## src/rtl/gbb_pkg.sv

```systemverilog
package gbb_pkg;

    localparam int COORD_BITS = 12;
    localparam int MAX_PITCH  = 512;
    localparam int PITCH_BITS = 10;
    localparam int LINE_BITS  = 14;
    localparam int ADDR_BITS  = 26;
    localparam int COLOR_BITS = 32;
    localparam int CNT_BITS   = 4;
    localparam int Q_DEPTH    = 4;
    localparam int Q_PTR_BITS = $clog2(Q_DEPTH);

    // register indexes
    localparam logic [1:0] REG_LINE_BYTES   = 2'd0;
    localparam logic [1:0] REG_PIXEL_FORMAT = 2'd1;
    localparam logic [1:0] REG_FORE_COLOR   = 2'd2;
    localparam logic [1:0] REG_BACK_COLOR   = 2'd3;

    // framebuffer formats
    localparam logic [1:0] PF_8BPP  = 2'd0;
    localparam logic [1:0] PF_16BPP = 2'd1;
    localparam logic [1:0] PF_32BPP = 2'd2;

    // write sizes
    localparam logic [1:0] WS_BYTE = 2'd0;
    localparam logic [1:0] WS_HALF = 2'd1;
    localparam logic [1:0] WS_WORD = 2'd2;

    // glyph depths and actions
    localparam logic [1:0] GD_1BPP = 2'd0;
    localparam logic [1:0] GD_8BPP = 2'd1;
    localparam logic       ACT_START = 1'b0;

    localparam logic ST_PIXEL = 1'b0;
    localparam logic ST_ERROR = 1'b1;

    typedef struct packed {
        logic                  action;
        logic [COORD_BITS-1:0] x_left;
        logic [COORD_BITS-1:0] y_top;
        logic [COORD_BITS-1:0] x_end;
        logic [COORD_BITS-1:0] y_end;
        logic [PITCH_BITS-1:0] row_pitch;
        logic [1:0]            glyph_depth;
        logic [7:0]            data_byte;
    } t_in_item;

    typedef struct packed {
        logic [ADDR_BITS-1:0]  write_address;
        logic [COLOR_BITS-1:0] write_data;
        logic [1:0]            write_size;
        logic                  status;
        logic                  glyph_done;
        logic                  last;
    } t_out_item;

    // one run of pixels from one input beat
    typedef struct packed {
        logic                  err;
        logic [COORD_BITS-1:0] y;
        logic [COORD_BITS-1:0] x;
        logic [CNT_BITS-1:0]   cnt;
        logic [7:0]            bits;
        logic                  done_end;
    } t_job;

    typedef struct packed {
        logic [LINE_BITS-1:0]  line_bytes;
        logic [1:0]            pixel_format;
        logic [COLOR_BITS-1:0] fore_color;
        logic [COLOR_BITS-1:0] back_color;
    } t_cfg;

endpackage

```

## src/rtl/gbb_front.sv

```systemverilog
module gbb_front (
    input  logic             i_clk,
    input  logic             i_rst_n,
    input  logic             i_valid,
    output logic             o_ready,
    input  gbb_pkg::t_in_item i_item,
    input  logic             i_q_full,
    output logic             o_push,
    output gbb_pkg::t_job    o_job
);
    import gbb_pkg::*;

    logic [COORD_BITS-1:0] r_cur_x, r_cur_y, r_left, r_right, r_bottom;
    logic [PITCH_BITS-1:0] r_row_bytes, r_pitch;
    logic                  r_depth8, r_active;
    logic [COORD_BITS-1:0] n_cur_x, n_cur_y, n_left, n_right, n_bottom;
    logic [PITCH_BITS-1:0] n_row_bytes, n_pitch;
    logic                  n_depth8, n_active;

    logic                  accept;
    logic [COORD_BITS:0]   x_plus1, y_plus1;
    logic                  last_row, have_px;
    logic [COORD_BITS-1:0] remain, new_x;
    logic [CNT_BITS-1:0]   cnt1;
    logic [PITCH_BITS-1:0] rbc_inc, pitch_sat;

    assign o_ready = !i_q_full;
    assign accept  = i_valid && o_ready;

    assign x_plus1  = {1'b0, r_cur_x} + 1'b1;
    assign y_plus1  = {1'b0, r_cur_y} + 1'b1;
    assign last_row = y_plus1 >= {1'b0, r_bottom};
    assign have_px  = r_cur_x < r_right;
    assign remain   = r_right - r_cur_x;
    assign cnt1     = !have_px ? '0 :
                      (remain >= COORD_BITS'(8)) ? CNT_BITS'(8) : remain[CNT_BITS-1:0];
    assign new_x    = r_cur_x + COORD_BITS'(cnt1);
    assign rbc_inc  = r_row_bytes + 1'b1;
    assign pitch_sat = (i_item.row_pitch > PITCH_BITS'(MAX_PITCH)) ?
                       PITCH_BITS'(MAX_PITCH) : i_item.row_pitch;

    always_comb begin
        n_cur_x     = r_cur_x;
        n_cur_y     = r_cur_y;
        n_left      = r_left;
        n_right     = r_right;
        n_bottom    = r_bottom;
        n_row_bytes = r_row_bytes;
        n_pitch     = r_pitch;
        n_depth8    = r_depth8;
        n_active    = r_active;
        o_push      = 1'b0;
        o_job       = '0;
        o_job.y     = r_cur_y;
        o_job.x     = r_cur_x;
        if (accept) begin
            if (i_item.action == ACT_START) begin
                n_active = 1'b0;
                if (i_item.glyph_depth != GD_1BPP && i_item.glyph_depth != GD_8BPP) begin
                    o_push    = 1'b1;
                    o_job     = '0;
                    o_job.err = 1'b1;
                    o_job.cnt = CNT_BITS'(1);
                end else begin
                    n_left      = i_item.x_left;
                    n_right     = i_item.x_end;
                    n_bottom    = i_item.y_end;
                    n_cur_x     = i_item.x_left;
                    n_cur_y     = i_item.y_top;
                    n_row_bytes = '0;
                    n_pitch     = pitch_sat;
                    n_depth8    = (i_item.glyph_depth == GD_8BPP);
                    n_active    = (i_item.x_end > i_item.x_left) &&
                                  (i_item.y_end > i_item.y_top);
                end
            end else if (r_active) begin
                if (r_depth8) begin
                    o_push         = 1'b1;
                    o_job.cnt      = CNT_BITS'(1);
                    o_job.bits     = {(i_item.data_byte != 8'd0), 7'd0};
                    o_job.done_end = last_row && (x_plus1 >= {1'b0, r_right});
                    n_cur_x        = x_plus1[COORD_BITS-1:0];
                    if (x_plus1 >= {1'b0, r_right}) begin
                        n_cur_x     = r_left;
                        n_row_bytes = '0;
                        n_cur_y     = y_plus1[COORD_BITS-1:0];
                        n_active    = !last_row;
                    end
                end else begin
                    // padding bytes push no run
                    o_push         = have_px;
                    o_job.cnt      = cnt1;
                    o_job.bits     = i_item.data_byte;
                    o_job.done_end = last_row && have_px && (new_x >= r_right);
                    n_cur_x        = new_x;
                    n_row_bytes    = rbc_inc;
                    if (rbc_inc >= r_pitch && new_x >= r_right) begin
                        n_cur_x     = r_left;
                        n_row_bytes = '0;
                        n_cur_y     = y_plus1[COORD_BITS-1:0];
                        n_active    = !last_row;
                    end
                end
            end
        end
    end

    always_ff @(posedge i_clk) begin
        if (!i_rst_n) begin
            r_cur_x     <= '0;
            r_cur_y     <= '0;
            r_left      <= '0;
            r_right     <= '0;
            r_bottom    <= '0;
            r_row_bytes <= '0;
            r_pitch     <= '0;
            r_depth8    <= 1'b0;
            r_active    <= 1'b0;
        end else begin
            r_cur_x     <= n_cur_x;
            r_cur_y     <= n_cur_y;
            r_left      <= n_left;
            r_right     <= n_right;
            r_bottom    <= n_bottom;
            r_row_bytes <= n_row_bytes;
            r_pitch     <= n_pitch;
            r_depth8    <= n_depth8;
            r_active    <= n_active;
        end
    end

endmodule

```

## src/rtl/gbb_fifo.sv

```systemverilog
module gbb_fifo (
    input  logic          i_clk,
    input  logic          i_rst_n,
    input  logic          i_push,
    input  gbb_pkg::t_job i_job,
    input  logic          i_pop,
    output gbb_pkg::t_job o_job,
    output logic          o_empty,
    output logic          o_full
);
    import gbb_pkg::*;

    t_job                r_mem [Q_DEPTH];
    logic [Q_PTR_BITS-1:0] r_wr_ptr, r_rd_ptr;
    logic [Q_PTR_BITS:0]   r_count;
    logic                  do_push, do_pop;

    assign o_empty = (r_count == '0);
    assign o_full  = (r_count == (Q_PTR_BITS+1)'(Q_DEPTH));
    assign do_push = i_push && !o_full;
    assign do_pop  = i_pop && !o_empty;
    assign o_job   = r_mem[r_rd_ptr];

    always_ff @(posedge i_clk) begin
        if (do_push) begin
            r_mem[r_wr_ptr] <= i_job;
        end
    end

    always_ff @(posedge i_clk) begin
        if (!i_rst_n) begin
            r_wr_ptr <= '0;
            r_rd_ptr <= '0;
            r_count  <= '0;
        end else begin
            if (do_push) begin
                r_wr_ptr <= r_wr_ptr + 1'b1;
            end
            if (do_pop) begin
                r_rd_ptr <= r_rd_ptr + 1'b1;
            end
            if (do_push && !do_pop) begin
                r_count <= r_count + 1'b1;
            end else if (do_pop && !do_push) begin
                r_count <= r_count - 1'b1;
            end
        end
    end

endmodule

```

## src/rtl/gbb_back.sv

```systemverilog
module gbb_back (
    input  logic              i_clk,
    input  logic              i_rst_n,
    input  gbb_pkg::t_cfg     i_cfg,
    input  gbb_pkg::t_job     i_job,
    input  logic              i_empty,
    output logic              o_pop,
    output logic              o_valid,
    input  logic              i_ready,
    output gbb_pkg::t_out_item o_item
);
    import gbb_pkg::*;

    logic [2:0]            r_idx;
    logic                  r_valid;
    t_out_item             r_item;
    t_out_item             pix;
    logic                  adv, is_last, fg;
    logic [COORD_BITS-1:0] px;
    logic [COLOR_BITS-1:0] col;
    logic [LINE_BITS+1:0]  xoff;
    logic [ADDR_BITS-1:0]  row_base;

    assign adv     = !i_empty && (!r_valid || i_ready);
    assign is_last = ({1'b0, r_idx} + 1'b1) == i_job.cnt;
    assign px      = i_job.x + COORD_BITS'(r_idx);
    assign fg      = i_job.bits[3'd7 - r_idx];
    assign col     = fg ? i_cfg.fore_color : i_cfg.back_color;
    assign row_base = ADDR_BITS'(i_job.y * i_cfg.line_bytes);

    always_comb begin
        pix = '0;
        unique case (i_cfg.pixel_format)
            PF_8BPP: begin
                pix.write_size = WS_BYTE;
                pix.write_data = {24'd0, col[7:0]};
                xoff           = (LINE_BITS+2)'(px);
            end
            PF_16BPP: begin
                pix.write_size = WS_HALF;
                pix.write_data = {16'd0, col[23:19], col[15:10], col[7:3]};
                xoff           = (LINE_BITS+2)'({px, 1'b0});
            end
            default: begin
                pix.write_size = WS_WORD;
                pix.write_data = col;
                xoff           = (LINE_BITS+2)'({px, 2'b00});
            end
        endcase
        pix.write_address = row_base + ADDR_BITS'(xoff);
        pix.status        = ST_PIXEL;
        pix.glyph_done    = is_last && i_job.done_end;
        pix.last          = is_last;
        if (i_job.err) begin
            pix        = '0;
            pix.status = ST_ERROR;
            pix.last   = 1'b1;
        end
    end

    assign o_pop   = adv && is_last;
    assign o_valid = r_valid;
    assign o_item  = r_item;

    always_ff @(posedge i_clk) begin
        if (adv) begin
            r_item <= pix;
        end
    end

    always_ff @(posedge i_clk) begin
        if (!i_rst_n) begin
            r_valid <= 1'b0;
            r_idx   <= '0;
        end else begin
            if (adv) begin
                r_valid <= 1'b1;
                r_idx   <= is_last ? '0 : r_idx + 1'b1;
            end else if (i_ready) begin
                r_valid <= 1'b0;
            end
        end
    end

endmodule

```

## src/rtl/glyph_bitmap_blitter.sv

```systemverilog
// channel  | direction | handshake                 | payload
// input    | in        | i_in_valid / o_in_ready   | i_in_data (t_in_item)
// output   | out       | o_out_valid / i_out_ready | o_out_data (t_out_item)
// config   | in        | i_cfg_valid / o_cfg_ready | i_cfg_index, i_cfg_data
//
// a valid start beat or a padding beat stays in the front end and queues no run
// a 1 bpp byte gives as many framebuffer writes as pixels it paints (up to 8),
// one per cycle from the back end while the output is not stalled; an 8 bpp byte gives one
// a four-entry run queue lets the front keep taking beats while the back drains
// results are registered and reach the port in the cycle after the back end picks them up
// reset is synchronous active low and clears all control state
module glyph_bitmap_blitter (
    input  logic               i_clk,
    input  logic               i_rst_n,
    input  logic               i_in_valid,
    output logic               o_in_ready,
    input  gbb_pkg::t_in_item  i_in_data,
    output logic               o_out_valid,
    input  logic               i_out_ready,
    output gbb_pkg::t_out_item o_out_data,
    input  logic               i_cfg_valid,
    output logic               o_cfg_ready,
    input  logic [1:0]         i_cfg_index,
    input  logic [31:0]        i_cfg_data
);
    import gbb_pkg::*;

    t_cfg r_cfg;
    t_job push_job, head_job;
    logic push, pop, q_empty, q_full;

    assign o_cfg_ready = 1'b1;

    always_ff @(posedge i_clk) begin
        if (!i_rst_n) begin
            r_cfg.line_bytes   <= '0;
            r_cfg.pixel_format <= PF_32BPP;
            r_cfg.fore_color   <= 32'h00FF_FFFF;
            r_cfg.back_color   <= '0;
        end else if (i_cfg_valid) begin
            unique case (i_cfg_index)
                REG_LINE_BYTES:   r_cfg.line_bytes   <= i_cfg_data[LINE_BITS-1:0];
                REG_PIXEL_FORMAT: r_cfg.pixel_format <= i_cfg_data[1:0];
                REG_FORE_COLOR:   r_cfg.fore_color   <= i_cfg_data;
                REG_BACK_COLOR:   r_cfg.back_color   <= i_cfg_data;
            endcase
        end
    end

    gbb_front u_front (
        .i_clk    (i_clk),
        .i_rst_n  (i_rst_n),
        .i_valid  (i_in_valid),
        .o_ready  (o_in_ready),
        .i_item   (i_in_data),
        .i_q_full (q_full),
        .o_push   (push),
        .o_job    (push_job)
    );

    gbb_fifo u_fifo (
        .i_clk   (i_clk),
        .i_rst_n (i_rst_n),
        .i_push  (push),
        .i_job   (push_job),
        .i_pop   (pop),
        .o_job   (head_job),
        .o_empty (q_empty),
        .o_full  (q_full)
    );

    gbb_back u_back (
        .i_clk   (i_clk),
        .i_rst_n (i_rst_n),
        .i_cfg   (r_cfg),
        .i_job   (head_job),
        .i_empty (q_empty),
        .o_pop   (pop),
        .o_valid (o_out_valid),
        .i_ready (i_out_ready),
        .o_item  (o_out_data)
    );

    // the glyph's final pixel always closes the run of its beat
    a_done_is_last: assert property (@(posedge i_clk) disable iff (!i_rst_n)
        o_out_valid && o_out_data.glyph_done |-> o_out_data.last)
        else $error("glyph_done without last");

    a_error_single: assert property (@(posedge i_clk) disable iff (!i_rst_n)
        o_out_valid && o_out_data.status == ST_ERROR |->
            o_out_data.last && !o_out_data.glyph_done &&
            o_out_data.write_address == '0)
        else $error("malformed error result");

    a_no_push_when_full: assert property (@(posedge i_clk) disable iff (!i_rst_n)
        q_full |-> !push)
        else $error("run queue overflow");

    a_reset_clears_out: assert property (@(posedge i_clk)
        $past(!i_rst_n) && i_rst_n |-> !o_out_valid)
        else $error("output valid after reset");

endmodule

```

## config.mk

```make
export PLATFORM = sky130hd
export DESIGN_NAME = glyph_bitmap_blitter
export DESIGN_NICKNAME = d
export VERILOG_FILES = /design/src/rtl/gbb_pkg.sv /design/src/rtl/gbb_front.sv /design/src/rtl/gbb_fifo.sv /design/src/rtl/gbb_back.sv /design/src/rtl/glyph_bitmap_blitter.sv
export SDC_FILE = /design/constraint.sdc
export NUM_CORES = 1
export LEC_CHECK = 0
export ABC_AREA = 1
export CAP_MARGIN = 10
export CORE_ASPECT_RATIO = 0.8
export CORE_UTILIZATION = 50
export CTS_BUF_LIST = sky130_fd_sc_hd__clkbuf_16
export DETAILED_ROUTE_END_ITERATION = 8
export DONT_BUFFER_PORTS = 1
export PLACE_DENSITY = 0.68
export SETUP_SLACK_MARGIN = 0.05
export SLEW_MARGIN = 20
export SYNTH_ARGS = -nofsm -noshare
export SYNTH_HDL_FRONTEND = slang
export SYNTH_HIERARCHICAL = 1
export SYNTH_SLANG_ARGS = --single-unit
```

## constraint.sdc

```tcl
create_clock -name i_clk -period 6.7 [get_ports i_clk]
set_clock_uncertainty 0.05 [all_clocks]
set_input_delay 1.005 -clock i_clk [delete_from_list [all_inputs] [get_ports i_clk]]
set_output_delay 1.005 -clock i_clk [all_outputs]
set_load 0.02 [all_outputs]
```

==> flow_metrics.env <==
export IMPL_outcome="finished, final reports clean"
export IMPL_worstMarginPinSlew_ns=1.00
export IMPL_final_nets=3824
export IMPL_holdWs_ns=0.396
export IMPL_synth_nets=3872
export IMPL_dpl_instance_area_um2=27600
export IMPL_hold_class="register to register"
export IMPL_yosys_area_top_type_share=0.239
export IMPL_ant_nets=0
export IMPL_die_w_um=262
export IMPL_cap_violations=0
export IMPL_final_max_slew_viol_count=0
export IMPL_final_cells=4136
export IMPL_path_class="register to register"
export IMPL_grt_pass1_vias=20707
export IMPL_final_util=0.547
export IMPL_cts_sinks=390
export IMPL_layout_setup_ws_ns=0.520
export IMPL_numCtsBuffers=42
export IMPL_async_flop_share=0
export IMPL_io_buffer_count=0
export IMPL_diodes=0
export IMPL_n_fill_cell=4968
export IMPL_syn_area_per_cell_um2=7.80
export IMPL_antenna_found_initial=0
export IMPL_hpwl_um=50500
export IMPL_ys_dominant_reg_cell="edfxtp_1"
export IMPL_totalPowerFinal_mw=8.09
export IMPL_io_pins=174
export IMPL_dpl_cell_count=4059
export IMPL_synth_edff_count=215
export IMPL_dp_worst_setup_slack_ns=0.448
export IMPL_core_um2=52800
export IMPL_drt_initial_drc_count=1952
export IMPL_cp_data_arrival_time_ns=6.47
export IMPL_area_growth_pct=7.09
export IMPL_htree_levels=2
export IMPL_grt_start_max_net_pins=130
export IMPL_initial_utilization=0.511
export IMPL_viasPerCell=5.30
export IMPL_postCtsResizedCells=0
export IMPL_post_cts_buffers=0
export IMPL_hold_viol=0
export IMPL_gp_congestion=0.904
export IMPL_seqCellArea_um2=9960
export IMPL_synth_area_leaders="edfxtp_1 24%, dfxtp_1 13%, nand2_1 10%"
export IMPL_synth_cell_types=59
export IMPL_max_freq_ghz=0.162
export IMPL_end_kind="register"
export IMPL_drtPass1Iterations=7
export IMPL_synth_seq_cells=390
export IMPL_worstPathRequired_ns=6.99
export IMPL_slew_headroom=0.332
export IMPL_cts_buffer_depth=3
export IMPL_yosysSeqAreaShare=0.369
export IMPL_postSynthCellCount=3458
export IMPL_cts_clk_slew_worst_paths_ns=0.07
export IMPL_crit_path_start_kind="register"
export IMPL_cts_tree="built"
export IMPL_design_area_um2=28900
export IMPL_yosys_warnings=6
export IMPL_routed_wl_um=69100
export IMPL_synth_area_leader_cell="edfxtp_1"
export IMPL_setup_tns_ns=0
export IMPL_drcViolationCount=0
export IMPL_synth_area_um2=27000
export IMPL_leakagePower_nw=14.1
export IMPL_cts_root_buf="clkbuf_16"
export IMPL_multi_input_area_um2=13900
export IMPL_overflow=0
export IMPL_num_vias=21911
export IMPL_rsz0062_at_grt="no"
export IMPL_ir_drop_v=0.000196
export IMPL_finalCriticalPeriod_ns=6.18
export IMPL_crit_fanout=19
export IMPL_period_share=0.922
export IMPL_num_rows=75
export IMPL_grt_use_total=0.257
export IMPL_power_density_nw_per_um2=280
export IMPL_layout_drive_gt1_share=0.0456
export IMPL_dieArea_um2=54900
export IMPL_cts_hold_buffers_added=0
export IMPL_die_h_um=210
export IMPL_routedWlPerCell_um=16.7
export IMPL_finalSetupViolations=0
export IMPL_clock_latency_ns=0.59
export IMPL_grt_pass1_wl_um=112000
[registers in the layout, summed over array words and instances, names as in the netlist, 12 cells and up, named ones only]
name,count
r_cfg,80
u_front/r_right,12
u_back/o_item,63
u_fifo/r_mem,152
u_front/r_left,12
u_front/r_cur_y,12
u_front/r_cur_x,12
u_front/r_bottom,12
[cell type report]
class,instances,area share
clock buffers,42,0.0364
clock inverters,35,0.00948
inverters,672,0.0876
multi-input cells,2259,0.480
flip-flops and latches,390,0.345
well taps,693,0.0300
repair buffers,45,0.0119
[layer usage]
layer / vias up / wire length [um] / GRT usage
met5: - / 0 / 0
met4: 0 / 1010 / 0.0501
met3: 68 / 5460 / 0.0483
met2: 725 / 29300 / 0.380
met1: 10263 / 33300 / 0.388
li1: 10855 / - / -
[cells in the mapped netlist, types with 2 or more instances]
| cell | count |
|---|---|
| nand2_1 | 753 |
| inv_1 | 660 |
| nor2_1 | 383 |
| nand3_1 | 219 |
| edfxtp_1 | 215 |
| dfxtp_1 | 175 |
| ha_1 | 169 |
| a21oi_1 | 165 |
| o21ai_0 | 157 |
| fa_1 | 137 |
| clkbuf_1 | 73 |
| nand4_1 | 61 |
| o22ai_1 | 41 |
| xor2_1 | 33 |
| buf_2 | 32 |
| nand3b_1 | 25 |
| o21ai_1 | 24 |
| nor3_1 | 15 |
| buf_4 | 13 |
| inv_2 | 11 |
| a211oi_1 | 9 |
| buf_6 | 9 |
| nand2_2 | 6 |
| xnor2_1 | 6 |
| buf_1 | 5 |
| clkbuf_2 | 4 |
| nand3_2 | 4 |
| o211ai_1 | 4 |
| or2_2 | 4 |
| nor3_4 | 3 |
| nor4_1 | 3 |
| o21a_1 | 3 |
| o221ai_1 | 3 |
| a31oi_1 | 2 |
| and2_1 | 2 |
| nand3_4 | 2 |
| nand4_2 | 2 |
| nor2_2 | 2 |
| nor2_4 | 2 |
| nor3_2 | 2 |
| o21bai_1 | 2 |
[cells in the final DEF (no fill, tap or decap), types with 4 or more instances in the layout]
cell type and instances:
nor2_1 377, edfxtp_1 215, nor2_4 7, nand2_2 6, buf_4 44, xnor2_1 6, inv_1 669, clkinv_2 5
clkbuf_16 42, o211ai_1 4, nand4_1 61, o21ai_0 157, fa_1 137, nand3_2 5, nor3_1 15, or2_2 4
inv_2 10, o21ai_1 24, clkinv_1 11, xor2_1 33, a21oi_1 164, nand3_1 218, dfxtp_1 174, ha_1 169
a211oi_1 9, o22ai_1 41, nand3b_1 25, nand2_1 753
[report_power, final]
part | total, mW | switching, mW | leakage, nW | internal, mW
registers | 3.21 | 0.330 | 3.41 | 2.88
clock network | 2.28 | 1.01 | 0.693 | 1.27
logic | 2.61 | 1.78 | 9.94 | 0.828
[cell families after synthesis]
| logic type | share of synthesized area |
|---|---|
| xor gates and xnor gates | 0.0127 |
| AOI/OAI and AO/OA | 0.0828 |
| other | 0.000139 |
| and+or+nand+nor | 0.236 |
| adders and majority gates | 0.180 |
| muxes | 0.000371 |
| DFF | 0.369 |
| buffers and inverters | 0.119 |
[critical path, cell delays in order, from the launching register on]
cell	delay, ns
dfxtp_1	0.50
buf_4	0.34
o21ai_1	0.10
o22ai_1	0.36
nand2_1	0.15
nor2_1	0.23
nand4_1	0.16
or2_2	0.33
nand3_1	0.09
nand3_1	0.10
fa_1	0.49
inv_1	0.05
fa_1	0.53
inv_1	0.07
fa_1	0.48
inv_1	0.06
fa_1	0.53
inv_1	0.04
ha_1	0.35
nand2_1	0.11
nor2_1	0.26
nand3_1	0.12
nand3_1	0.13
nand2_1	0.10
a21oi_1	0.13
nor2_1	0.06
[path summary, 6_finish.rpt]
kind	startpoint	end	slack [ns]	cells after the start
hold / removal	r_cfg[41]$_SDFFE_PN1P_	r_cfg[41]$_SDFFE_PN1P_	0.40	2
setup / recovery	register	u_back/o_item[58]$_SDFFCE_PP0P_	0.52	25
setup reg to reg	register	u_back/o_item[58]$_SDFFCE_PP0P_	0.52	25
hold reg to reg	r_cfg[41]$_SDFFE_PN1P_	r_cfg[41]$_SDFFE_PN1P_	0.40	2
Note: power is estimated with default switching activity, not from simulation.
